<file path="config.mk">
export PLATFORM = sky130hd
export DESIGN_NAME = base64_stream_encoder
export DESIGN_NICKNAME = d
export VERILOG_FILES = /design/src/b64se_pkg.sv /design/src/b64se_front.sv /design/src/b64se_queue.sv /design/src/b64se_back.sv /design/src/base64_stream_encoder.sv
export SDC_FILE = /design/constraint.sdc
export NUM_CORES = 1
export LEC_CHECK = 0
export CORE_MARGIN = 2
export CORE_UTILIZATION = 50
export CTS_CLUSTER_DIAMETER = 150
export CTS_CLUSTER_SIZE = 24
export DETAILED_ROUTE_END_ITERATION = 7
export DONT_BUFFER_PORTS = 1
export PLACE_DENSITY = 0.71
export SYNTH_ARGS = -nofsm -noshare
export SYNTH_HDL_FRONTEND = slang
export SYNTH_SLANG_ARGS = --single-unit
</file>
<file path="constraint.sdc">
create_clock -name clock -period 3.5 [get_ports clock]
set_clock_uncertainty 0.05 [all_clocks]
set_input_delay 0.7 -clock clock [delete_from_list [all_inputs] [get_ports clock]]
set_output_delay 0.7 -clock clock [all_outputs]
set_load 0.02 [all_outputs]
</file>
<file path="src/b64se_pkg.sv">
// Package: shared types, register indexes and the sextet-to-character map.
package b64se_pkg;

   localparam int unsigned QUEUE_DEPTH_DEFAULT = 2;

   localparam logic [1:0] CSR_CHAR_62  = 2'd0;
   localparam logic [1:0] CSR_CHAR_63  = 2'd1;
   localparam logic [1:0] CSR_PAD_CHAR = 2'd2;

   localparam logic [7:0] RESET_CHAR_62  = 8'd43;
   localparam logic [7:0] RESET_CHAR_63  = 8'd47;
   localparam logic [7:0] RESET_PAD_CHAR = 8'd61;

   // How many real bytes a group carries.
   typedef enum logic [1:0] {
      GRP_ONE  = 2'd1,
      GRP_TWO  = 2'd2,
      GRP_FULL = 2'd3
   } grp_kind_type;

   typedef struct packed {
      grp_kind_type kind;
      logic [7:0]   byte0;
      logic [7:0]   byte1;
      logic [7:0]   byte2;
   } group_type;

   // Queue write side, front to queue.
   typedef struct packed {
      logic      push;
      group_type grp;
   } grp_push_type;

   function automatic logic [7:0] map_sextet(input logic [5:0] v,
                                             input logic [7:0] c62,
                                             input logic [7:0] c63);
      logic [7:0] r;
      r = 8'd0;
      if (v < 6'd26) begin
         r = 8'd65 + {2'b00, v};
      end else if (v < 6'd52) begin
         r = 8'd71 + {2'b00, v};        // 97 + (v - 26)
      end else if (v < 6'd62) begin
         r = {2'b00, v} - 8'd4;         // 48 + (v - 52)
      end else if (v == 6'd62) begin
         r = c62;
      end else begin
         r = c63;
      end
      return r;
   endfunction

endpackage

</file>
<file path="src/b64se_front.sv">
// Front: takes input transactions, holds pending bytes, forms groups for the queue.
module b64se_front (
   input  logic                    clock,
   input  logic                    reset,
   input  logic                    in_push,
   input  logic                    in_action,
   input  logic [7:0]              in_data_byte,
   input  logic                    q_full,
   output b64se_pkg::grp_push_type q_wr
);
   import b64se_pkg::*;

   logic [7:0] held0_ff, held0_in;
   logic [7:0] held1_ff, held1_in;
   logic [1:0] count_ff, count_in;
   logic       accept;

   assign accept = in_push && !q_full;

   always_comb begin
      held0_in       = held0_ff;
      held1_in       = held1_ff;
      count_in       = count_ff;
      q_wr.push      = 1'b0;
      q_wr.grp.kind  = GRP_FULL;
      q_wr.grp.byte0 = held0_ff;
      q_wr.grp.byte1 = held1_ff;
      q_wr.grp.byte2 = in_data_byte;
      if (accept) begin
         if (!in_action) begin
            if (count_ff == 2'd0) begin
               held0_in = in_data_byte;
               count_in = 2'd1;
            end else if (count_ff == 2'd1) begin
               held1_in = in_data_byte;
               count_in = 2'd2;
            end else begin
               q_wr.push = 1'b1;
               count_in  = 2'd0;
            end
         end else if (count_ff != 2'd0) begin
            // flush: pad out the partial group
            q_wr.push     = 1'b1;
            q_wr.grp.kind = (count_ff == 2'd1) ? GRP_ONE : GRP_TWO;
            count_in      = 2'd0;
         end
      end
   end

   always_ff @(posedge clock) begin
      held0_ff <= held0_in;
      held1_ff <= held1_in;
      if (reset) begin
         count_ff <= 2'd0;
      end else begin
         count_ff <= count_in;
      end
   end

endmodule

</file>
<file path="src/b64se_queue.sv">
// Group queue between front and back.
module b64se_queue #(
   parameter int unsigned Depth = b64se_pkg::QUEUE_DEPTH_DEFAULT
) (
   input  logic                    clock,
   input  logic                    reset,
   input  b64se_pkg::grp_push_type wr,
   output logic                    full,
   input  logic                    pop,
   output b64se_pkg::group_type    head,
   output logic                    empty
);
   import b64se_pkg::*;

   localparam int unsigned PtrW = (Depth > 1) ? $clog2(Depth) : 1;
   localparam int unsigned CntW = $clog2(Depth + 1);

   group_type           entry_ff [Depth];
   logic [PtrW-1:0]     wr_ptr_ff, wr_ptr_in;
   logic [PtrW-1:0]     rd_ptr_ff, rd_ptr_in;
   logic [CntW-1:0]     count_ff, count_in;
   logic                do_push;
   logic                do_pop;

   assign full    = (count_ff == CntW'(Depth));
   assign empty   = (count_ff == '0);
   assign do_push = wr.push && !full;
   assign do_pop  = pop && !empty;
   assign head    = entry_ff[rd_ptr_ff];

   always_comb begin
      wr_ptr_in = wr_ptr_ff;
      rd_ptr_in = rd_ptr_ff;
      count_in  = count_ff;
      if (do_push) begin
         wr_ptr_in = (wr_ptr_ff == PtrW'(Depth - 1)) ? '0 : wr_ptr_ff + 1'b1;
      end
      if (do_pop) begin
         rd_ptr_in = (rd_ptr_ff == PtrW'(Depth - 1)) ? '0 : rd_ptr_ff + 1'b1;
      end
      if (do_push && !do_pop) begin
         count_in = count_ff + 1'b1;
      end else if (do_pop && !do_push) begin
         count_in = count_ff - 1'b1;
      end
   end

   always_ff @(posedge clock) begin
      if (do_push) begin
         entry_ff[wr_ptr_ff] <= wr.grp;
      end
      if (reset) begin
         wr_ptr_ff <= '0;
         rd_ptr_ff <= '0;
         count_ff  <= '0;
      end else begin
         wr_ptr_ff <= wr_ptr_in;
         rd_ptr_ff <= rd_ptr_in;
         count_ff  <= count_in;
      end
   end

endmodule

</file>
<file path="src/b64se_back.sv">
// Back: alphabet registers and the character emitter with its output register.
module b64se_back (
   input  logic                 clock,
   input  logic                 reset,
   input  logic                 csr_we,
   input  logic [1:0]           csr_index,
   input  logic [7:0]           csr_wdata,
   input  b64se_pkg::group_type head,
   input  logic                 q_empty,
   output logic                 q_pop,
   output logic                 out_valid,
   output logic [7:0]           out_char,
   output logic                 out_last,
   input  logic                 out_pop
);
   import b64se_pkg::*;

   logic [7:0] char62_ff;
   logic [7:0] char63_ff;
   logic [7:0] pad_ff;
   logic [1:0] idx_ff, idx_in;
   logic       valid_ff, valid_in;
   logic [7:0] char_ff, char_in;
   logic       last_ff, last_in;
   logic       load;
   logic [5:0] sextet;
   logic       use_pad;

   assign load = !q_empty && (!valid_ff || out_pop);
   assign q_pop = load && (idx_ff == 2'd3);

   always_comb begin
      sextet  = 6'd0;
      use_pad = 1'b0;
      unique case (idx_ff)
         2'd0: sextet = head.byte0[7:2];
         2'd1: sextet = {head.byte0[1:0],
                         (head.kind == GRP_ONE) ? 4'd0 : head.byte1[7:4]};
         2'd2: begin
            sextet  = {head.byte1[3:0],
                       (head.kind == GRP_FULL) ? head.byte2[7:6] : 2'd0};
            use_pad = (head.kind == GRP_ONE);
         end
         2'd3: begin
            sextet  = head.byte2[5:0];
            use_pad = (head.kind != GRP_FULL);
         end
         default: sextet = 6'd0;
      endcase
   end

   always_comb begin
      idx_in   = idx_ff;
      valid_in = valid_ff;
      char_in  = char_ff;
      last_in  = last_ff;
      if (load) begin
         idx_in   = idx_ff + 1'b1;
         valid_in = 1'b1;
         char_in  = use_pad ? pad_ff : map_sextet(sextet, char62_ff, char63_ff);
         last_in  = (idx_ff == 2'd3);
      end else if (out_pop) begin
         valid_in = 1'b0;
      end
   end

   always_ff @(posedge clock) begin
      char_ff <= char_in;
      last_ff <= last_in;
      if (reset) begin
         idx_ff    <= 2'd0;
         valid_ff  <= 1'b0;
         char62_ff <= RESET_CHAR_62;
         char63_ff <= RESET_CHAR_63;
         pad_ff    <= RESET_PAD_CHAR;
      end else begin
         idx_ff   <= idx_in;
         valid_ff <= valid_in;
         if (csr_we) begin
            // unused index: write is dropped
            unique case (csr_index)
               CSR_CHAR_62:  char62_ff <= csr_wdata;
               CSR_CHAR_63:  char63_ff <= csr_wdata;
               CSR_PAD_CHAR: pad_ff    <= csr_wdata;
               default: ;
            endcase
         end
      end
   end

   assign out_valid = valid_ff;
   assign out_char  = char_ff;
   assign out_last  = last_ff;

endmodule

</file>
<file path="src/base64_stream_encoder.sv">
// Top level: Base64 stream encoder with configurable tail characters and pad.
//
//   channel | handshake        | payload                    | direction
//   --------+------------------+----------------------------+----------
//   req     | req_push/req_full| req_action, req_data_byte  | in
//   rsp     | rsp_pop/rsp_empty| rsp_out_char, rsp_last     | out
//   csr     | csr_we           | csr_index, csr_wdata       | in
//
// Flow: the emitter sends one character per cycle while the queue holds a group
//   and rsp_pop takes each character; a group of three bytes becomes four
//   characters, so the sustained input rate is set by the emitter.
// Reset: synchronous; clears held count, queue, character index and output valid
//   flag, and loads '+', '/' and '=' into the alphabet registers.
// Stalls: req_full rises when the group queue is full; a withheld rsp_pop stalls
//   only the output register, bytes keep arriving until the queue fills.
module base64_stream_encoder #(
   parameter int unsigned QueueDepth = b64se_pkg::QUEUE_DEPTH_DEFAULT
) (
   input  logic       clock,
   input  logic       reset,
   // request side
   input  logic       req_push,
   output logic       req_full,
   input  logic       req_action,
   input  logic [7:0] req_data_byte,
   // response side
   output logic       rsp_empty,
   input  logic       rsp_pop,
   output logic [7:0] rsp_out_char,
   output logic       rsp_last,
   // register writes
   input  logic       csr_we,
   input  logic [1:0] csr_index,
   input  logic [7:0] csr_wdata
);
   import b64se_pkg::*;

   grp_push_type q_wr;
   group_type    q_head;
   logic         q_full;
   logic         q_empty;
   logic         q_pop;
   logic         out_valid;

   // front: byte holding and group formation
   b64se_front u_front (
      .clock        (clock),
      .reset        (reset),
      .in_push      (req_push),
      .in_action    (req_action),
      .in_data_byte (req_data_byte),
      .q_full       (q_full),
      .q_wr         (q_wr)
   );

   // decoupling queue of complete or padded groups
   b64se_queue #(
      .Depth (QueueDepth)
   ) u_queue (
      .clock (clock),
      .reset (reset),
      .wr    (q_wr),
      .full  (q_full),
      .pop   (q_pop),
      .head  (q_head),
      .empty (q_empty)
   );

   // back: four characters per group, one per cycle while rsp_pop takes them
   b64se_back u_back (
      .clock     (clock),
      .reset     (reset),
      .csr_we    (csr_we),
      .csr_index (csr_index),
      .csr_wdata (csr_wdata),
      .head      (q_head),
      .q_empty   (q_empty),
      .q_pop     (q_pop),
      .out_valid (out_valid),
      .out_char  (rsp_out_char),
      .out_last  (rsp_last),
      .out_pop   (rsp_pop)
   );

   // conservative: input held off whenever the queue has no room
   assign req_full  = q_full;
   assign rsp_empty = !out_valid;

endmodule
</file>
==> Yosys cells after proc, flatten, opt, wreduce, memory -nomap -nowiden <==
Memories as Yosys holds them, arrays and structs flattened. A register that Yosys moved wholly into a read port is not among the register bits.
Index checks and enable logic that the tools add are counted.
{ "op_classes": {"magnitude_cmp": 3, "muxes": 30, "bitwise_logic": 2, "n_eq_ne": 12, "addsub": 8, "n_reduce_logical": 26} }
{ "ops": {"columns": ["op", "n"], "rows": [
  ["$mux W8", 5],
  ["$pmux W6 S4", 1],
  ["$mux W2", 9],
  ["$add A7 B6 Y8 const A", 2],
  ["$lt A6 B6 Y1 const B", 2],
  ["$mux W1", 11],
  ["$eq A2 B2 Y1 const B", 5],
  ["$eq A2 B1 Y1 const B", 4],
  ["$logic_not A2 Y1", 4],
  ["$reduce_and A2 Y1", 4],
  ["$logic_and A1 B1 Y1", 7],
  ["$sub A6 B3 Y7 const B", 1],
  ["$eq A6 B6 Y1 const B", 1],
  ["$lt A6 B5 Y1 const B", 1],
  ["$mux W3", 2],
  ["$reduce_bool A2 Y1", 3],
  ["$logic_not A1 Y1", 5],
  ["$add A2 B1 Y2 const B", 2],
  ["$mux W4", 1],
  ["$reduce_and A4 Y1", 1],
  ["$reduce_and A3 Y1", 1],
  ["$add A1 B1 Y1 const B", 2],
  ["$ne A2 B1 Y1 const B", 1],
  ["$ne A2 B2 Y1 const B", 1],
  ["4 further kinds", 5]
]} }
{ "totals": {"inputBits": 24, "word_cells": 95, "ff_bits": 58, "mem_bits_rw": 52, "n_memories": 1, "out_inout_bits": 11} }
{ "mem_list": {"columns": ["memory", "depth", "word_bits", "read_ports", "rd_clocked_by_memory_dff", "write_ports", "line_no", "text"], "rows": [
  ["u_queue.entry_ff", 2, 26, 1, 1, 1, "b64se_queue.sv:18", "group_type entry_ff [Depth];"]
]} }

==> Longest topological paths before layout <==
{ "depth": {"ltp_word": 10, "mapped_depth": 15, "ltp_nobuf": 13} }

==> Hierarchy <==
From an unflattened synthesis, not the netlist that was laid out.
{ "hier_totals": {"cells_unflattened": 386, "hier_area_um2": 4860.9} }
{ "modules_own_cells": {"columns": ["mod", "n_inst", "area_per_inst_um2", "cells_each", "seq_area_each_um2"], "rows": [
  ["b64se_back", 1, 2094.5, 239, 810.8],
  ["b64se_queue", 1, 2092.0, 106, 1661.6],
  ["b64se_front", 1, 670.6, 40, 520.5],
  ["base64_stream_encoder", 1, 3.8, 1, 0.0]
]} }

==> Least setup slack after synthesis <==
No wires, ideal clock.
{ "synth_timing": {"path_type": "register to register", "from": "register u_back.idx_ff[0]", "to": "register u_back.char_ff[2] (netlist: u_back.out_char[2]), data pin", "arrival_ns": 3.065, "setup_time_ns": 0.274, "setup_slack_ns": 0.111, "period_less_slack_ns": 3.389, "path_buffers": 2, "stages_incl_launch_ff": 14, "required_time_ns": 3.176, "path_cell_list": "dfxtp_1 inv_1 ha_1 buf_2 nand4_1 o211ai_1 a221oi_4 ha_1 clkbuf_1 nand2_1 nor3_1 mux2_2 a211oi_2 a221oi_1"} }
{ "synth_via": {"elab_chain_len": 8, "elab_cells_between_ends": 18, "cone_classes": "add/sub (3); order compare (3); eq/ne (4); mux (7); reduce/logical (1)"} }
{ "synth_lines": {"columns": ["item", "line_no", "text"], "rows": [
  ["start: declaration", "b64se_back.sv:21", "logic [1:0] idx_ff, idx_in;"],
  ["start signal: assignment", "b64se_back.sv:77", "idx_ff <= idx_in;"],
  ["parallel branches: the longest is 7 deep, another holds $sub A6 B3 Y7", null, null],
  ["$mux W8 *", "b64se_back.sv:60", "char_in = use_pad ? pad_ff : map_sextet(sextet, char62_ff, char63_ff);"],
  ["end signal: assignment", "b64se_back.sv:68", "char_ff <= char_in;"],
  ["end: declaration", "b64se_back.sv:23", "logic [7:0] char_ff, char_in;"]
]} }
Every way passes the cells marked *.
A chain may end at the register's enable or synchronous reset.

==> Worst setup path in the final report <==
Same ends and word-level chain as after synthesis.

==> out/qor.csv <==
metric;value;unit
status;completed;
cts.sinks;111;
globalRouteOverflowTotal;0;
syn_inst;388;
fin_tns_setup;0;ns
syn_nets;423;
peakVddDrop;0.3616;mV
vias;2971;
seq_area;0.002993;mm2
chipHeight;102.0;um
drive_gt1_share;12.87;%
met2_length;4.492;mm
portBuffers;0;
powerDensity;475.2;mW/mm2
finalInstanceArea;0.005250;mm2
multiInputGateArea;0.001680;mm2
setup_ws;0.2379;ns
p_sw;0.6061;mW
clk_latency;0.36;ns
pre_cts_slack;0.1098;ns
die-area;0.01040;mm2
fmax;0.3065;GHz
p_comb_share;9.5;%
arrival;3.32;ns
ys_seq_area_share;62.36;%
grt_pass1_vias;2836;
ys_types;54;
antenna_found_initial;0;
power.internal;1.889;mW
switching_share;24.29;%
grt_pass1_wl;14.58;mm
wl_per_cell;17.31;um
min_period_over_period;93.20;%
routed_wl;9.224;mm
ioPinCount;35;
wl_met3;421;um
critPathMaxFanout;12;
dpl.hpwl;6.574;mm
path_class;flip-flop to flip-flop;
final_core_util;56.55;%
fillCellCount;803;
ys.flop_type;edfxtp_1;
place_inst;517;
place.gp.congestion;0.9083;
slew_headroom;60.20;%
fp.dieW;102.0;um
postCtsSetupBuffers;0;
highest-signal-layer;met4;
post-route-drc-count;0;
ant_nets;0;
period_needed;3.262;ns
start_util;51.70;%
firstDrtPassIters;4;
rsz0062_at_grt;no;
grt_usage;18.71;%
cts_tree;built;
worstMarginPinSlew;0.5925;ns
p_total;2.495;mW
ys_seq_elements;111;
viasPerCell;5.574;
syn_area_per_cell;12.37;um2
synthToLayoutAreaGrowth;9.385;%
synthArstFlopShare;0;%
synth_edf_count;77;
layout_common_cells;77 x edfxtp_1, 49 x nand2_1, 34 x dfxtp_1;
diodes;0;
rows;35;
p_leak;1.788;nW
p_seq_share;58.7;%
final_common_cell;edfxtp_1;
pwr-share-clk;31.9;%
final_cells;533;
h-tree-depth;3;
cts.path.max_buffers;2;
yosysWarnings;0;
drv_slew;0;
worst_hold_path_type;primary input to flip-flop;
holdWs;0.3435;ns
cp-end-kind;flip-flop;
report.final.hold_viol_count;0;
place_area;0.005032;mm2
clk_pin_slew;0.11;ns
core_area;0.009284;mm2
setup_violations;0;
cts_made_buffers;9;
worstPathRequired;3.56;ns
fin_nets;434;
root_buffer;clkbuf_8;
netlist_area;0.004800;mm2
wl_met1;4.278;mm
drtIter0Drc;146;
startpoint_type;flip-flop;
max_cap_viol_count;0;
grt_start_max_net_pins;35;
==> cell type report <==
class | count | area share, %
Sequential cell | 111 | 57.01
Multi-Input combinational cell | 244 | 32.01
Tap cell | 129 | 3.074
Timing Repair Buffer | 18 | 2.812
Clock buffer | 9 | 2.359
Clock inverter | 7 | 1.668
Inverter | 15 | 1.072
==> sequential cells by signal (all words and copies together) (netlist names), 8 cells and up, named ones only <==
name,flops
u_queue.entry_ff,52
u_back.char62_ff,8
u_back.char63_ff,8
u_back.out_char,8
u_back.pad_ff,8
u_front.held0_ff,8
u_front.held1_ff,8
==> synth_stat cells (3+ instances only) <==
cell type | number | area, um2
nor3_1 | 9 | 45.04
xnor2_1 | 5 | 43.79
clkbuf_1 | 11 | 41.29
nand4_1 | 4 | 25.02
a211o_1 | 6 | 52.55
nor2b_1 | 7 | 43.79
a22oi_1 | 6 | 45.04
nor2_1 | 23 | 86.33
mux2_2 | 5 | 56.30
a211oi_1 | 3 | 22.52
o21ai_1 | 4 | 20.02
a32oi_1 | 3 | 26.28
nand2_1 | 49 | 183.9
dfxtp_1 | 34 | 680.7
a21oi_1 | 22 | 110.1
a221oi_1 | 3 | 26.28
inv_1 | 15 | 56.30
nand2b_1 | 4 | 25.02
edfxtp_1 | 77 | 2312
xor2_1 | 3 | 26.28
mux2i_1 | 21 | 210.2
ha_1 | 11 | 137.6
nand3b_1 | 10 | 75.07
nand3_1 | 8 | 40.04
a31oi_1 | 3 | 18.77
buf_2 | 4 | 20.02
==> power by group through the flow <==
stage               clock network (mW)  registers, mW  logic, mW
finish                           0.795           1.46      0.236
global route                     0.864           1.47      0.260
CTS                              0.818           1.46      0.233
detailed placement                   0           1.49      0.232
global placement                     0           1.49      0.230
floorplan                            0           1.49      0.177
==> cells by family (layout without fill, tap and decap cells) <==
group / Yosys count / count (layout) / share of synthesized area [%]
AND/OR/NAND/NOR: 128 / 128 / 13.22
flip-flops: 111 / 111 / 62.36
AO/OA/AOI/OAI: 70 / 70 / 11.31
buffers and inverters: 33 / 49 / 2.998
multiplexers: 27 / 27 / 5.787
adder cells (fa/ha/maj): 11 / 11 / 2.868
XOR/XNOR: 8 / 8 / 1.460
==> worst paths after layout <==
check | from | end | slack (ns) | cells after the start
setup / recovery | u_back.idx_ff[0] | u_back.out_char[2] | 0.24 | 11
hold / removal | reset | u_back.pad_ff[1] | 0.34 | 1
setup reg to reg | u_back.idx_ff[0] | u_back.out_char[2] | 0.24 | 11
hold reg to reg | u_front.held0_ff[2] | u_queue.entry_ff[1][18] | 0.41 | 0
==> timing repair <==
action                                 CTS  global route
hold buffers                             0             0
endpoints found under the hold margin    0             0
setup endpoints to repair                0             5
resized for setup                        0             2
==> worst max-delay path: stages (launching register included) <==
cell      delay (ns)
dfxtp_1         0.41
ha_1            0.45
nand2_1         0.13
a32oi_1         0.26
o221ai_2        0.15
inv_1           0.09
ha_1            0.20
nand2_1         0.07
nor3_1          0.46
mux2_2          0.41
a211oi_2        0.22
a221oi_1        0.10
==> metal layers <==
metal	vias to the layer above	track usage, %
li1	1451	-
met1	1450	26.35
met2	68	29.76
met3	2	4.378
met4	0	4.410
met5	-	0
(Power assumes the default switching activity.)
